`config.mk`:
```
export PLATFORM = sky130hd
export DESIGN_NAME = bmp_to_framebuffer_blit
export DESIGN_NICKNAME = d
export VERILOG_FILES = /design/src/hw/rtl/bmpfb_pkg.sv /design/src/hw/rtl/bmpfb_fifo.sv /design/src/hw/rtl/bmpfb_front.sv /design/src/hw/rtl/bmpfb_back.sv /design/src/hw/rtl/bmp_to_framebuffer_blit.sv
export SDC_FILE = /design/constraint.sdc
export NUM_CORES = 1
export LEC_CHECK = 0
export ABC_AREA = 1
export BUFFER_PORTS_ARGS = -buffer_cell sky130_fd_sc_hd__buf_2
export CAP_MARGIN = 20
export CORE_MARGIN = 5
export CORE_UTILIZATION = 57
export CTS_CLUSTER_SIZE = 24
export DETAILED_ROUTE_END_ITERATION = 10
export PLACE_DENSITY = 0.74
export SYNTH_ARGS = -nofsm -noshare
export SYNTH_HDL_FRONTEND = slang
export SYNTH_SLANG_ARGS = --single-unit
```
`constraint.sdc`:
```
create_clock -name i_clk -period 5.3 [get_ports i_clk]
set_input_delay 0.795 -clock i_clk [delete_from_list [all_inputs] [get_ports i_clk]]
set_output_delay 0.795 -clock i_clk [all_outputs]
set_load 0.02 [all_outputs]
```
`src/hw/rtl/bmpfb_pkg.sv`:
```
// ----------------------------------------------------------------------------
// bmpfb_pkg
// Shared types and constants of the bmp to framebuffer blitter.
// ----------------------------------------------------------------------------
package bmpfb_pkg;

    // header layout of a 24-bit bmp file
    localparam int HEADER_BYTES  = 54;
    localparam int HDR_IDX_W     = 6;
    localparam int HDR_SIZE_LO   = 2;
    localparam int HDR_SIZE_HI   = 5;
    localparam int HDR_WIDTH_LO  = 18;
    localparam int HDR_WIDTH_HI  = 21;
    localparam int HDR_HEIGHT_LO = 22;
    localparam int HDR_HEIGHT_HI = 25;

    // field widths
    localparam int DIM_W        = 13;   // holds any screen dimension up to 8191
    localparam int PIXEL_W      = 24;
    localparam int ADDR_OUT_W   = 19;
    localparam int ORIGIN_X_W   = 10;
    localparam int ORIGIN_Y_W   = 9;
    localparam int CFG_DATA_W   = 10;
    localparam int OUT_TDATA_W  = 48;
    localparam int TOKEN_QUEUE_DEPTH = 4;

    // configuration register indexes
    typedef enum logic {
        CFG_ORIGIN_X = 1'b0,
        CFG_ORIGIN_Y = 1'b1
    } t_cfg_index;

    // result kinds
    typedef enum logic [1:0] {
        KIND_PIXEL     = 2'd0,
        KIND_HDR_OK    = 2'd1,
        KIND_TOO_LARGE = 2'd2,
        KIND_NO_FIT    = 2'd3
    } t_kind;

    // token kinds from parser to writer
    typedef enum logic {
        TOK_HDR = 1'b0,
        TOK_PIX = 1'b1
    } t_tok_tag;

    // writer state
    typedef enum logic {
        PH_IDLE   = 1'b0,
        PH_PIXELS = 1'b1
    } t_phase;

    // one parsed event; header fields are only meaningful for TOK_HDR
    typedef struct packed {
        t_tok_tag             tag;
        logic                 too_large;
        logic                 w_over;
        logic                 h_over;
        logic [DIM_W-1:0]     width;
        logic [DIM_W-1:0]     height;
        logic [PIXEL_W-1:0]   pixel;
    } t_token;

endpackage

```
`src/hw/rtl/bmpfb_fifo.sv`:
```
// ----------------------------------------------------------------------------
// bmpfb_fifo
// Small flop-based token queue between the parser and the writer.
// ----------------------------------------------------------------------------
module bmpfb_fifo #(
    parameter int WIDTH = 8,
    parameter int DEPTH = 4
) (
    input  logic             i_clk,
    input  logic             i_rst_n,
    input  logic             i_push,
    input  logic [WIDTH-1:0] i_data,
    output logic             o_ready,
    output logic             o_valid,
    output logic [WIDTH-1:0] o_data,
    input  logic             i_pop
);

    localparam int PW = (DEPTH > 1) ? $clog2(DEPTH) : 1;
    localparam int CW = $clog2(DEPTH + 1);

    logic [WIDTH-1:0] r_mem [DEPTH];
    logic [PW-1:0]    r_wr_ptr;
    logic [PW-1:0]    r_rd_ptr;
    logic [CW-1:0]    r_count;
    logic             do_push;
    logic             do_pop;

    assign o_ready = (r_count != CW'(DEPTH));
    assign o_valid = (r_count != '0);
    assign o_data  = r_mem[r_rd_ptr];
    assign do_push = i_push && o_ready;
    assign do_pop  = i_pop && o_valid;

    // storage
    always_ff @(posedge i_clk) begin
        if (do_push) begin
            r_mem[r_wr_ptr] <= i_data;
        end
    end

    // pointers and fill count
    always_ff @(posedge i_clk) begin
        if (!i_rst_n) begin
            r_wr_ptr <= '0;
            r_rd_ptr <= '0;
            r_count  <= '0;
        end else begin
            if (do_push) begin
                r_wr_ptr <= (r_wr_ptr == PW'(DEPTH - 1)) ? '0 : r_wr_ptr + 1'b1;
            end
            if (do_pop) begin
                r_rd_ptr <= (r_rd_ptr == PW'(DEPTH - 1)) ? '0 : r_rd_ptr + 1'b1;
            end
            if (do_push && !do_pop) begin
                r_count <= r_count + 1'b1;
            end else if (do_pop && !do_push) begin
                r_count <= r_count - 1'b1;
            end
        end
    end

endmodule

```
`src/hw/rtl/bmpfb_front.sv`:
```
// ----------------------------------------------------------------------------
// bmpfb_front
// Byte parser: walks the bmp header, captures size and dimensions, and
// packs data bytes into pixels, producing one token per event.
// ----------------------------------------------------------------------------
module bmpfb_front
    import bmpfb_pkg::*;
#(
    parameter int SCREEN_WIDTH  = 800,
    parameter int SCREEN_HEIGHT = 480
) (
    input  logic       i_clk,
    input  logic       i_rst_n,
    input  logic       i_accept,
    input  logic [7:0] i_byte,
    input  logic       i_file_start,
    output logic       o_push,
    output t_token     o_token
);

    localparam logic [31:0] SIZE_LIMIT =
        32'(SCREEN_WIDTH * SCREEN_HEIGHT * 3 + HEADER_BYTES);

    logic [HDR_IDX_W-1:0] r_idx,    n_idx;
    logic [31:0]          r_size,   n_size;
    logic [31:0]          r_width,  n_width;
    logic [31:0]          r_height, n_height;
    logic                 r_in_hdr, n_in_hdr;
    logic [1:0]           r_bip,    n_bip;
    logic [15:0]          r_part,   n_part;
    logic [1:0]           lane;

    // header walk and pixel packing
    always_comb begin
        n_idx    = r_idx;
        n_size   = r_size;
        n_width  = r_width;
        n_height = r_height;
        n_in_hdr = r_in_hdr;
        n_bip    = r_bip;
        n_part   = r_part;
        lane     = '0;
        o_push   = 1'b0;
        o_token  = '0;
        if (i_accept) begin
            if (i_file_start) begin
                n_idx    = '0;
                n_size   = '0;
                n_width  = '0;
                n_height = '0;
                n_in_hdr = 1'b1;
            end
            if (n_in_hdr) begin
                if (n_idx inside {[HDR_SIZE_LO:HDR_SIZE_HI]}) begin
                    lane = 2'(n_idx - HDR_IDX_W'(HDR_SIZE_LO));
                    n_size[8*lane +: 8] = i_byte;
                end else if (n_idx inside {[HDR_WIDTH_LO:HDR_WIDTH_HI]}) begin
                    lane = 2'(n_idx - HDR_IDX_W'(HDR_WIDTH_LO));
                    n_width[8*lane +: 8] = i_byte;
                end else if (n_idx inside {[HDR_HEIGHT_LO:HDR_HEIGHT_HI]}) begin
                    lane = 2'(n_idx - HDR_IDX_W'(HDR_HEIGHT_LO));
                    n_height[8*lane +: 8] = i_byte;
                end
                if (n_idx == HDR_IDX_W'(HEADER_BYTES - 1)) begin
                    // last header byte: classify the file
                    o_push            = 1'b1;
                    o_token.tag       = TOK_HDR;
                    o_token.too_large = (n_size > SIZE_LIMIT);
                    o_token.w_over    = (n_width > 32'(SCREEN_WIDTH));
                    o_token.h_over    = (n_height > 32'(SCREEN_HEIGHT));
                    o_token.width     = n_width[DIM_W-1:0];
                    o_token.height    = n_height[DIM_W-1:0];
                    n_idx    = '0;
                    n_in_hdr = 1'b0;
                    n_bip    = '0;
                    n_part   = '0;
                end else begin
                    n_idx = n_idx + 1'b1;
                end
            end else if (r_bip != 2'd2) begin
                n_part[8*r_bip[0] +: 8] = i_byte;
                n_bip = r_bip + 1'b1;
            end else begin
                o_push        = 1'b1;
                o_token.tag   = TOK_PIX;
                o_token.pixel = {i_byte, r_part};
                n_bip  = '0;
                n_part = '0;
            end
        end
    end

    // parser registers
    always_ff @(posedge i_clk) begin
        if (!i_rst_n) begin
            r_idx    <= '0;
            r_size   <= '0;
            r_width  <= '0;
            r_height <= '0;
            r_in_hdr <= 1'b1;
            r_bip    <= '0;
            r_part   <= '0;
        end else begin
            r_idx    <= n_idx;
            r_size   <= n_size;
            r_width  <= n_width;
            r_height <= n_height;
            r_in_hdr <= n_in_hdr;
            r_bip    <= n_bip;
            r_part   <= n_part;
        end
    end

endmodule

```
`src/hw/rtl/bmpfb_back.sv`:
```
// ----------------------------------------------------------------------------
// bmpfb_back
// Writer: checks the header against the screen and origin, then walks the
// image rows bottom-up and issues framebuffer writes into an output register.
// ----------------------------------------------------------------------------
module bmpfb_back
    import bmpfb_pkg::*;
#(
    parameter int SCREEN_WIDTH  = 800,
    parameter int SCREEN_HEIGHT = 480
) (
    input  logic                   i_clk,
    input  logic                   i_rst_n,
    input  logic                   i_cfg_we,
    input  logic                   i_cfg_index,
    input  logic [CFG_DATA_W-1:0]  i_cfg_data,
    input  logic                   i_valid,
    input  t_token                 i_token,
    output logic                   o_pop,
    output logic                   o_valid,
    input  logic                   i_ready,
    output logic [1:0]             o_kind,
    output logic [ADDR_OUT_W-1:0]  o_addr,
    output logic [PIXEL_W-1:0]     o_pixel,
    output logic                   o_last
);

    localparam int AW  = $clog2(SCREEN_WIDTH * SCREEN_HEIGHT);
    localparam int CLW = $clog2(SCREEN_WIDTH);
    localparam int RLW = $clog2(SCREEN_HEIGHT);
    localparam int SW  = DIM_W + 1;

    logic [ORIGIN_X_W-1:0] r_ox;
    logic [ORIGIN_Y_W-1:0] r_oy;
    t_phase                r_phase, n_phase;
    logic [DIM_W-1:0]      r_w, n_w;
    logic [DIM_W-1:0]      r_h, n_h;
    logic [CLW-1:0]        r_col, n_col;
    logic [RLW-1:0]        r_row, n_row;
    logic [AW-1:0]         r_row_base, n_row_base;
    logic                  r_valid;
    t_kind                 r_kind, n_kind;
    logic [ADDR_OUT_W-1:0] r_addr, n_addr;
    logic [PIXEL_W-1:0]    r_pixel, n_pixel;
    logic                  r_last, n_last;
    logic                  n_emit;

    logic                  fit_fail;
    logic                  empty;
    logic                  hdr_ok;
    logic                  col_end;
    logic                  row_end;
    logic [SW-1:0]         row_start;
    logic [AW-1:0]         pix_addr;

    assign o_pop   = i_valid && (!r_valid || i_ready);
    assign o_valid = r_valid;
    assign o_kind  = r_kind;
    assign o_addr  = r_addr;
    assign o_pixel = r_pixel;
    assign o_last  = r_last;

    // header checks and pixel position
    always_comb begin
        fit_fail = i_token.w_over || i_token.h_over
                   || (SW'(i_token.width) + SW'(r_ox) > SW'(SCREEN_WIDTH))
                   || (SW'(i_token.height) + SW'(r_oy) > SW'(SCREEN_HEIGHT));
        empty     = (i_token.width == '0) || (i_token.height == '0);
        hdr_ok    = !i_token.too_large && !fit_fail && !empty;
        col_end   = (DIM_W'(r_col) + 1'b1 >= r_w);
        row_end   = (DIM_W'(r_row) + 1'b1 >= r_h);
        row_start = SW'(r_oy) + SW'(i_token.height) - 1'b1;
        pix_addr  = r_row_base + AW'(r_col);
    end

    // next state
    always_comb begin
        n_phase = r_phase;
        if (o_pop) begin
            if (i_token.tag == TOK_HDR) begin
                n_phase = hdr_ok ? PH_PIXELS : PH_IDLE;
            end else if (r_phase == PH_PIXELS && col_end && row_end) begin
                n_phase = PH_IDLE;
            end
        end
    end

    // result and counters
    always_comb begin
        n_emit     = 1'b0;
        n_kind     = r_kind;
        n_addr     = r_addr;
        n_pixel    = r_pixel;
        n_last     = r_last;
        n_w        = r_w;
        n_h        = r_h;
        n_col      = r_col;
        n_row      = r_row;
        n_row_base = r_row_base;
        if (o_pop) begin
            if (i_token.tag == TOK_HDR) begin
                n_emit     = 1'b1;
                n_addr     = '0;
                n_pixel    = '0;
                n_w        = i_token.width;
                n_h        = i_token.height;
                n_col      = '0;
                n_row      = '0;
                n_row_base = AW'(32'(row_start) * 32'(SCREEN_WIDTH) + 32'(r_ox));
                if (i_token.too_large) begin
                    n_kind = KIND_TOO_LARGE;
                    n_last = 1'b1;
                end else if (fit_fail) begin
                    n_kind = KIND_NO_FIT;
                    n_last = 1'b1;
                end else begin
                    n_kind = KIND_HDR_OK;
                    n_last = empty;
                end
            end else if (r_phase == PH_PIXELS) begin
                n_emit  = 1'b1;
                n_kind  = KIND_PIXEL;
                n_addr  = ADDR_OUT_W'(pix_addr);
                n_pixel = i_token.pixel;
                n_last  = col_end && row_end;
                if (col_end) begin
                    n_col = '0;
                    if (!row_end) begin
                        n_row      = r_row + 1'b1;
                        n_row_base = r_row_base - AW'(SCREEN_WIDTH);
                    end
                end else begin
                    n_col = r_col + 1'b1;
                end
            end
        end
    end

    // configuration registers
    always_ff @(posedge i_clk) begin
        if (!i_rst_n) begin
            r_ox <= '0;
            r_oy <= '0;
        end else if (i_cfg_we) begin
            case (t_cfg_index'(i_cfg_index))
                CFG_ORIGIN_X: r_ox <= i_cfg_data[ORIGIN_X_W-1:0];
                CFG_ORIGIN_Y: r_oy <= i_cfg_data[ORIGIN_Y_W-1:0];
                default: ;
            endcase
        end
    end

    // control state
    always_ff @(posedge i_clk) begin
        if (!i_rst_n) begin
            r_phase <= PH_IDLE;
            r_valid <= 1'b0;
            r_w     <= '0;
            r_h     <= '0;
            r_col   <= '0;
            r_row   <= '0;
        end else begin
            r_phase <= n_phase;
            r_w     <= n_w;
            r_h     <= n_h;
            r_col   <= n_col;
            r_row   <= n_row;
            if (i_ready) begin
                r_valid <= 1'b0;
            end
            if (n_emit) begin
                r_valid <= 1'b1;
            end
        end
    end

    // payload
    always_ff @(posedge i_clk) begin
        r_row_base <= n_row_base;
        r_kind     <= n_kind;
        r_addr     <= n_addr;
        r_pixel    <= n_pixel;
        r_last     <= n_last;
    end

endmodule

```
`src/hw/rtl/bmp_to_framebuffer_blit.sv`:
```
// ----------------------------------------------------------------------------
// bmp_to_framebuffer_blit
// Streams a 24-bit bmp file in and issues framebuffer pixel writes.
// ----------------------------------------------------------------------------
// Usage:
//   s_axis carries the file one byte per transfer; tuser = 1 on the first
//   byte of a file restarts the header parser. m_axis carries one result per
//   status or pixel: tuser is the kind (pixel write, header accepted, file too
//   large, image does not fit), tlast marks the final pixel, an error or an
//   accepted empty image. Origin registers are written through the cfg port
//   only while no file is in flight; the user must keep to this, the block
//   does not enforce it. Throughput is one byte per cycle while the token
//   queue has room, so a pixel write for every third byte; the parser and
//   the writer each take one token per cycle when not stalled. The token of
//   an accepted byte enters the queue and moves from there into the output
//   register once the writer can take it.
//   Rows are addressed bottom-up with one add per pixel and one subtract of
//   the screen width per row; the row start is formed once per header.
//   Reset clears both origins to zero and puts the parser at header byte 0.
//   When m_axis stalls, the output register holds and the four-entry token
//   queue fills; s_axis_tready drops only when the queue is full.
// ----------------------------------------------------------------------------
module bmp_to_framebuffer_blit
    import bmpfb_pkg::*;
#(
    parameter int SCREEN_WIDTH  = 800,
    parameter int SCREEN_HEIGHT = 480
) (
    input  logic                   i_clk,
    input  logic                   i_rst_n,
    // configuration writes
    input  logic                   i_cfg_we,
    input  logic                   i_cfg_index,
    input  logic [CFG_DATA_W-1:0]  i_cfg_data,
    // byte stream
    input  logic                   s_axis_tvalid,
    output logic                   s_axis_tready,
    input  logic [7:0]             s_axis_tdata,   // data_byte
    input  logic                   s_axis_tuser,   // file_start
    // result stream
    output logic                   m_axis_tvalid,
    input  logic                   m_axis_tready,
    output logic [OUT_TDATA_W-1:0] m_axis_tdata,   // fb_address[18:0], pixel[42:19]
    output logic [1:0]             m_axis_tuser,   // kind
    output logic                   m_axis_tlast
);

    logic                  q_ready;
    logic                  q_valid;
    logic                  q_pop;
    logic                  f_push;
    t_token                f_token;
    t_token                q_token;
    logic [ADDR_OUT_W-1:0] b_addr;
    logic [PIXEL_W-1:0]    b_pixel;

    assign s_axis_tready = q_ready;

    // parser
    bmpfb_front #(
        .SCREEN_WIDTH  (SCREEN_WIDTH),
        .SCREEN_HEIGHT (SCREEN_HEIGHT)
    ) u_front (
        .i_clk        (i_clk),
        .i_rst_n      (i_rst_n),
        .i_accept     (s_axis_tvalid && q_ready),
        .i_byte       (s_axis_tdata),
        .i_file_start (s_axis_tuser),
        .o_push       (f_push),
        .o_token      (f_token)
    );

    // token queue
    bmpfb_fifo #(
        .WIDTH ($bits(t_token)),
        .DEPTH (TOKEN_QUEUE_DEPTH)
    ) u_queue (
        .i_clk   (i_clk),
        .i_rst_n (i_rst_n),
        .i_push  (f_push),
        .i_data  (f_token),
        .o_ready (q_ready),
        .o_valid (q_valid),
        .o_data  (q_token),
        .i_pop   (q_pop)
    );

    // writer
    bmpfb_back #(
        .SCREEN_WIDTH  (SCREEN_WIDTH),
        .SCREEN_HEIGHT (SCREEN_HEIGHT)
    ) u_back (
        .i_clk       (i_clk),
        .i_rst_n     (i_rst_n),
        .i_cfg_we    (i_cfg_we),
        .i_cfg_index (i_cfg_index),
        .i_cfg_data  (i_cfg_data),
        .i_valid     (q_valid),
        .i_token     (q_token),
        .o_pop       (q_pop),
        .o_valid     (m_axis_tvalid),
        .i_ready     (m_axis_tready),
        .o_kind      (m_axis_tuser),
        .o_addr      (b_addr),
        .o_pixel     (b_pixel),
        .o_last      (m_axis_tlast)
    );

    assign m_axis_tdata = {(OUT_TDATA_W - ADDR_OUT_W - PIXEL_W)'(0), b_pixel, b_addr};

endmodule

```
==> Implementation_results.wiki, run 1 <==
{| class="wikitable"
! Metric !! Value
|-
| XOR/XNOR share of the synthesized area || 0.0172
|-
| Clock slew at reported path FFs || 0.06 ns
|-
| Total placed instance area || 26300 um2
|-
| Skew-Pair Late Insertion Delay || 0.61 ns
|-
| Overall overflow remaining after global route || 0
|-
| Effective utilization at floorplan || 0.578
|-
| Wire length per cell || 17.0 um
|-
| Required time of the critical path || 5.66 ns
|-
| Worst clock skew || 0.0246 ns
|-
| Die Footprint || 48100 um2
|-
| Worst Setup Slack post-DPL || -0.0165 ns
|-
| Final worst path period share || 0.994
|-
| Synth Area in Compound Gates || 0.150
|-
| CP Launch Type || flop
|-
| Number of remaining DRC errors || 0
|-
| Combined global-route utilization of all metal layers || 0.256
|-
| Biggest area consumer among synthesized cells || edfxtp_1
|-
| Peak per-stage delay on the critical path || 0.52 ns
|-
| Total routed wirelength || 62900 um
|-
| Final setup violation count || 0
|-
| TritonCTS clock tree || yes
|-
| Global placer's final weighted congestion || 0.896
|-
| Design area || 28500 um2
|-
| Netlist area before placement || 25000 um2
|-
| Number of failing hold endpoints at the final stage || 0
|-
| Run status || completed
|-
| Start-to-end type of the worst setup path || flop to flop
|-
| Number of H-tree levels || 2
|-
| Proportion of netlist area held by the largest area contributor || 0.338
|-
| Most used cell, CP || nand2_2
|-
| Number of filler instances in the final layout || 3500
|-
| Number of enable flip-flop cells after synthesis || 281
|-
| Post-detail-place hpwl || 42200 um
|-
| Post-layout nets || 3217
|-
| Placeable core region || 43200 um2
|-
| Distinct cell type count of the synthesized netlist || 58
|-
| Data arrival time of the critical path || 5.63 ns
|-
| Largest net degree at the start of global routing || 120
|-
| Antenna violations before repair || 0
|-
| Most used flip-flop cell after synthesis || edfxtp_1
|-
| Warnings, synthesis || 0
|-
| Sequential standard cell area || 12400 um2
|-
| DIE WIDTH || 219 um
|-
| Total area of multi-input combinational cells || 10800 um2
|-
| Worst-path cell with the longest stage delay || fa_1
|-
| Total negative slack for setup checks || 0 ns
|-
| Vertical die dimension || 219 um
|-
| Number of vias per cell || 5.58
|-
| Adder and majority gate portion of the synthesized area || 0.0597
|-
| Number of top-level design ports || 78
|-
| Fraction of synthesized area in multiplexers || 0.000401
|-
| Relative max-transition margin || 0.259
|-
| Synthesized-area fraction occupied by and/or/nand/nor cells || 0.186
|-
| First-pass GRT wire length || 100000 um
|-
| Cell types occupying the most area after synthesis || edfxtp_1 34%, dfxtp_1 16%, nand2_1 7.7%
|-
| Setup slack of the critical path after layout || 0.0330 ns
|-
| Hold crit path type || primary input to flop
|-
| Maximum net fanout on the critical path || 8
|-
| Number of input and output port buffers inserted || 72
|-
| Slew at the pin with the worst max-slew slack || 1.11 ns
|-
| Initial detailed-routing violation count || 1815
|-
| Smallest hold slack || 0.454 ns
|-
| Hold-fix buffers, CTS || 0
|-
| Max Cap Violations || 0
|-
| Synth Register Bits || 477
|-
| Achievable frequency || 0.190 GHz
|-
| Avg Synthesized Cell Area || 8.36 um2
|-
| Clock sinks || 477
|-
| Number of global-route vias before repair || 19800
|-
| Clock period minus final worst setup slack || 5.27 ns
|-
| Number of nets with antenna violations after detailed routing || 0
|-
| Combinational family with the most area after synthesis || simple AND/OR/NAND/NOR gates
|-
| Num rows || 76
|-
| Type of element capturing the critical path || flop
|-
| Clock root buffer || clkbuf_16
|-
| Layout cell share with drive strength beyond 1 || 0.123
|-
| Area growth from synthesis to final layout || 14.1%
|-
| Instance count of the mapped netlist || 2986
|-
| Unrepaired setup endpoints after global routing || true
|-
| Diodes inserted || 0
|-
| Part of the Yosys area used for sequential elements || 0.495
|-
| Drt pass-1 iters || 7
|-
| Share of synthesized flip-flops with an asynchronous set or reset || 0
|-
| CTS buffer count || 50
|-
| Buffer depth of the longest clock path || 3
|-
| Number of vias after detailed routing || 20700
|-
| Pins over their slew limit || 0
|}
path summary, 6_finish.rpt:
| kind | startpoint | endpoint | slack, ns | cells after the start |
|---|---|---|---|---|
| worst max-delay path | flop | u_back.r_row_base[18]$_DFFE_PP_ | 0.03 | 35 |
| worst min-delay path | i_cfg_data[9] | u_back.r_ox[9]$_SDFFE_PN0P_ | 0.45 | 3 |
| worst max register to register | flop | u_back.r_row_base[18]$_DFFE_PP_ | 0.03 | 35 |
| worst min register to register | u_front.r_part[2]$_SDFFE_PN0P_ | u_front.r_part[2]$_SDFFE_PN0P_ | 0.47 | 2 |
Yosys cell counts, drive strengths merged, types with 6 or more instances:
cell type / instances
nand2: 525
inv: 458
nor2: 341
o21ai: 312
edfxtp: 281
dfxtp: 196
a21oi: 165
nand3: 144
ha: 100
clkbuf: 80
buf: 46
o21bai: 43
o22ai: 43
xor2: 38
nand4: 33
nor3: 31
o211ai: 29
a31oi: 17
a22oi: 12
fa: 12
xnor2: 11
a211oi: 9
nand3b: 9
a32oi: 6
stage by stage:
step | utilization | std cells
floorplan | - | 2990
global placement | 0.609 | 3590
detailed placement | 0.609 | 3590
CTS | 0.648 | 3684
global route | 0.660 | 3707
finish | 0.660 | 3707
area by class of cell:
cell class | instances | area share
inverter | 461 | 0.0614
clock buffer | 55 | 0.0446
clock inverter | 39 | 0.0142
tap | 585 | 0.0257
sequential | 477 | 0.434
multi-input combinational | 1926 | 0.379
timing repair buffer | 164 | 0.0415
worst max-delay path: cells and delay by family (launching register included):
| kind | cells | cell delay [ns] |
|---|---|---|
| AND/OR/NAND/NOR | 16 | 1.25 |
| adder cells (fa/ha/maj) | 6 | 1.91 |
| AO/OA/AOI/OAI | 3 | 0.60 |
| XOR/XNOR | 1 | 0.17 |
| buffers and inverters | 9 | 0.72 |
| flip-flops | 1 | 0.40 |
flip-flops by register name, summed over array words and instances (netlist names), 6 cells and up, named ones only:
name and flops:
u_back.o_addr 19, u_back.o_pixel 24, u_back.r_col 10, u_back.r_h 13, u_back.r_ox 10, u_back.r_oy 9
u_back.r_row 9, u_back.r_row_base 19, u_back.r_w 13, u_front.r_height 32, u_front.r_idx 6, u_front.r_part 16
u_front.r_size 32, u_front.r_width 32, u_queue.r_mem 216
layer usage:
metal	wire length, um	vias to the layer above	track usage
li1	-	10100	-
met3	3860	150	0.0337
met2	30300	708	0.437
met4	2240	0	0.0992
met5	0	-	0
met1	26400	9704	0.332
logic make-up (layout without fill, tap and decap cells):
logic type / after synthesis / count (layout)
AO/OA/AOI/OAI: 661 / 661
buffers and inverters: 587 / 719
AND/OR/NAND/NOR: 1098 / 1098
adder cells (fa/ha/maj): 112 / 112
XOR/XNOR: 49 / 49
multiplexers: 1 / 1
other: 1 / 5
flip-flops: 477 / 477
timing repair:
action / in CTS / in global routing
gates resized for setup: 2 / 77
buffers inserted: 0 / 21
gates cloned: 0 / 1
pin swaps: 0 / 49
endpoints found under the setup margin: 1 / 4
cell usage in the layout (no fill, tap or decap), drive strengths merged, types with 3 or more instances in the layout:
| master | synthesis | routed |
|---|---|---|
| nand3 | 144 | 144 |
| bufinv | 0 | 6 |
| buf | 46 | 163 |
| a22oi | 12 | 12 |
| a32oi | 6 | 6 |
| a21o | 4 | 4 |
| nand3b | 9 | 9 |
| nor4 | 5 | 5 |
| o21bai | 43 | 43 |
| xnor2 | 11 | 11 |
| nor3 | 31 | 31 |
| or2 | 5 | 5 |
| o22ai | 43 | 43 |
| o21ai | 312 | 312 |
| xor2 | 38 | 38 |
| nor2 | 341 | 341 |
| dfxtp | 196 | 196 |
| clkinv | 3 | 29 |
| clkbuf | 80 | 56 |
| fa | 12 | 12 |
| ha | 100 | 100 |
| edfxtp | 281 | 281 |
| clkinvlp | 0 | 3 |
| inv | 458 | 462 |
| o211ai | 29 | 29 |
| nand2 | 525 | 525 |
| a31oi | 17 | 17 |
| a21oi | 165 | 165 |
| o31ai | 5 | 5 |
| o21a | 4 | 4 |
| a32o | 4 | 4 |
| a211oi | 9 | 9 |
| conb | 1 | 5 |
| nand4 | 33 | 33 |
Power of run 1 is not shown: default switching activity piles up to over one toggle a cycle in this logic, so the estimate is an artifact.
==> run 2, diff against run 1 <==
SETUP_SLACK_MARGIN = 0.1   (was not set)
==> Implementation_results.wiki, run 2 (same netlist as run 1, synthesis figures left out) <==
{| class="wikitable"
! Metric !! Value
|-
| Run status || completed
|-
| Number of instances on the worst hold path || 2
|-
| Final design utilization || 0.659
|-
| Antenna violations before repair || 0
|-
| Die Footprint || 48100 um2
|-
| Most common library cell in the layout ignoring fill and taps || nand2_1
|-
| Number of top-level design ports || 78
|-
| Flip-flop count of the largest register, all copies and words added || 216
|-
| R2r endpoint || u_back.r_row_base[18]$_DFFE_PP_
|-
| First-pass GRT wire length || 99900 um
|-
| Vertical die dimension || 219 um
|-
| Number of H-tree levels || 2
|-
| Initial detailed-routing violation count || 1917
|-
| Global placer's final weighted congestion || 0.892
|-
| Skew-Pair Late Insertion Delay || 0.61 ns
|-
| Most flops, register || u_queue.r_mem
|-
| Unrepaired setup endpoints after global routing || true
|-
| Final setup violation count || 0
|-
| Number of nets with antenna violations after detailed routing || 0
|-
| CTS buffer count || 50
|-
| Slew at the pin with the worst max-slew slack || 1.04 ns
|-
| Diodes inserted || 0
|-
| Number of vias per cell || 5.57
|-
| Sequential standard cell area || 12400 um2
|-
| Smallest hold slack || 0.468 ns
|-
| Clock slew at reported path FFs || 0.06 ns
|-
| Worst-path cell with the longest stage delay || fa_1
|-
| Number of input and output port buffers inserted || 72
|-
| Data arrival time of the critical path || 5.53 ns
|-
| Number of vias after detailed routing || 20600
|-
| Pins over their slew limit || 0
|-
| Clock sinks || 477
|-
| TritonCTS clock tree || yes
|-
| Number of global-route vias before repair || 19700
|-
| Hold crit path type || flop to flop
|-
| Min-Delay Endpoint || u_back.r_phase$_SDFFE_PN0P_
|-
| Combined global-route utilization of all metal layers || 0.254
|-
| Clock period minus final worst setup slack || 5.19 ns
|-
| Setup slack of the worst register-to-register path || 0.11 ns
|-
| Achievable frequency || 0.192 GHz
|-
| Total routed wirelength || 62200 um
|-
| Count of buffer and inverter cells on the critical path || 11
|-
| Post-detail-place hpwl || 42900 um
|-
| DIE WIDTH || 219 um
|-
| Maximum net fanout on the critical path || 7
|-
| Number of failing hold endpoints at the final stage || 0
|-
| Number of remaining DRC errors || 0
|-
| Relative max-transition margin || 0.309
|-
| Overall overflow remaining after global route || 0
|-
| Number of filler instances in the final layout || 3516
|-
| Effective utilization at floorplan || 0.578
|-
| Layout cell share with drive strength beyond 1 || 0.116
|-
| Largest net degree at the start of global routing || 120
|-
| Most used cells in the layout excluding fill and tap cells || 508 x nand2_1, 426 x inv_1, 318 x nor2_1, 281 x edfxtp_1, 270 x o21ai_0
|-
| Drt pass-1 iters || 6
|-
| Peak per-stage delay on the critical path || 0.49 ns
|-
| Post-layout nets || 3209
|-
| Max Cap Violations || 0
|-
| Type of element capturing the critical path || flop
|-
| Final worst path period share || 0.980
|-
| Required time of the critical path || 5.63 ns
|-
| Delay-heaviest family, CP || adder cells
|-
| Most used cell, CP || nand2_1
|-
| Worst Min Path Start || u_back.r_phase$_SDFFE_PN0P_
|-
| Clock root buffer || clkbuf_16
|-
| Placeable core region || 43200 um2
|-
| Start-to-end type of the worst setup path || flop to flop
|-
| Wire length per cell || 16.8 um
|-
| Total area of multi-input combinational cells || 10900 um2
|-
| Num rows || 76
|-
| Buffer depth of the longest clock path || 3
|-
| Area growth from synthesis to final layout || 14.0%
|-
| Worst clock skew || 0.0405 ns
|-
| CP Launch Type || flop
|-
| Length in cells of the worst reg-to-reg path || 35
|}
## run 2: through the flow
step	setup TNS, ns	area [um2]	std cells	worst slack [ns]
3_5_place_dp	-0.0748	26300	3588	-0.0647
6_report	0	28500	3697	0.105
2_1_floorplan	0	25200	2990	0.0152
5_1_grt	-0.205	28500	3697	-0.205
4_1_cts	0	28000	3687	0.101
3_3_place_gp	0	26300	3588	0.0946
## run 2: worst max path at each step
stage | end | cells after the start
6_report | u_back.r_row_base[18]$_DFFE_PP_ | 35
5_1_grt | u_back.r_row_base[18]$_DFFE_PP_ | 37
4_1_cts | u_back.r_row_base[18]$_DFFE_PP_ | 35
3_5_place_dp | u_back.r_row_base[18]$_DFFE_PP_ | 31
3_3_place_gp | u_back.r_row_base[18]$_DFFE_PP_ | 36
2_1_floorplan | u_back.r_row_base[18]$_DFFE_PP_ | 34
## run 2: tightest hold or removal path, stage by stage (launching register included)
cell and delay (ns):
dfxtp_1 0.31, nand2_1 0.06, a21oi_1 0.05
## run 2: what timing repair did
item	4_1_cts	5_1_grt
gates resized for setup	12	63
setup buffers	7	10
hold buffers	0	0
endpoints found under the hold margin	0	0
setup endpoints to repair	4	4
pin swaps	10	31
## run 2: routing by layer
metal | vias up | global-route usage | wire, um
met2 | 639 | 0.438 | 30300
met3 | 114 | 0.0297 | 3800
met1 | 9719 | 0.338 | 26500
met4 | 0 | 0.0812 | 1600
li1 | 10100 | - | -
met5 | - | 0 | 0
## run 2: final cells by class
cell class	instances	share of cell area
Sequential cell	477	0.435
Clock inverter	13	0.00488
Multi-Input combinational cell	1926	0.381
Timing Repair Buffer	156	0.0402
Inverter	461	0.0614
Tap cell	585	0.0257
Clock buffer	79	0.0518
Power of run 2 is left out for the same reason.
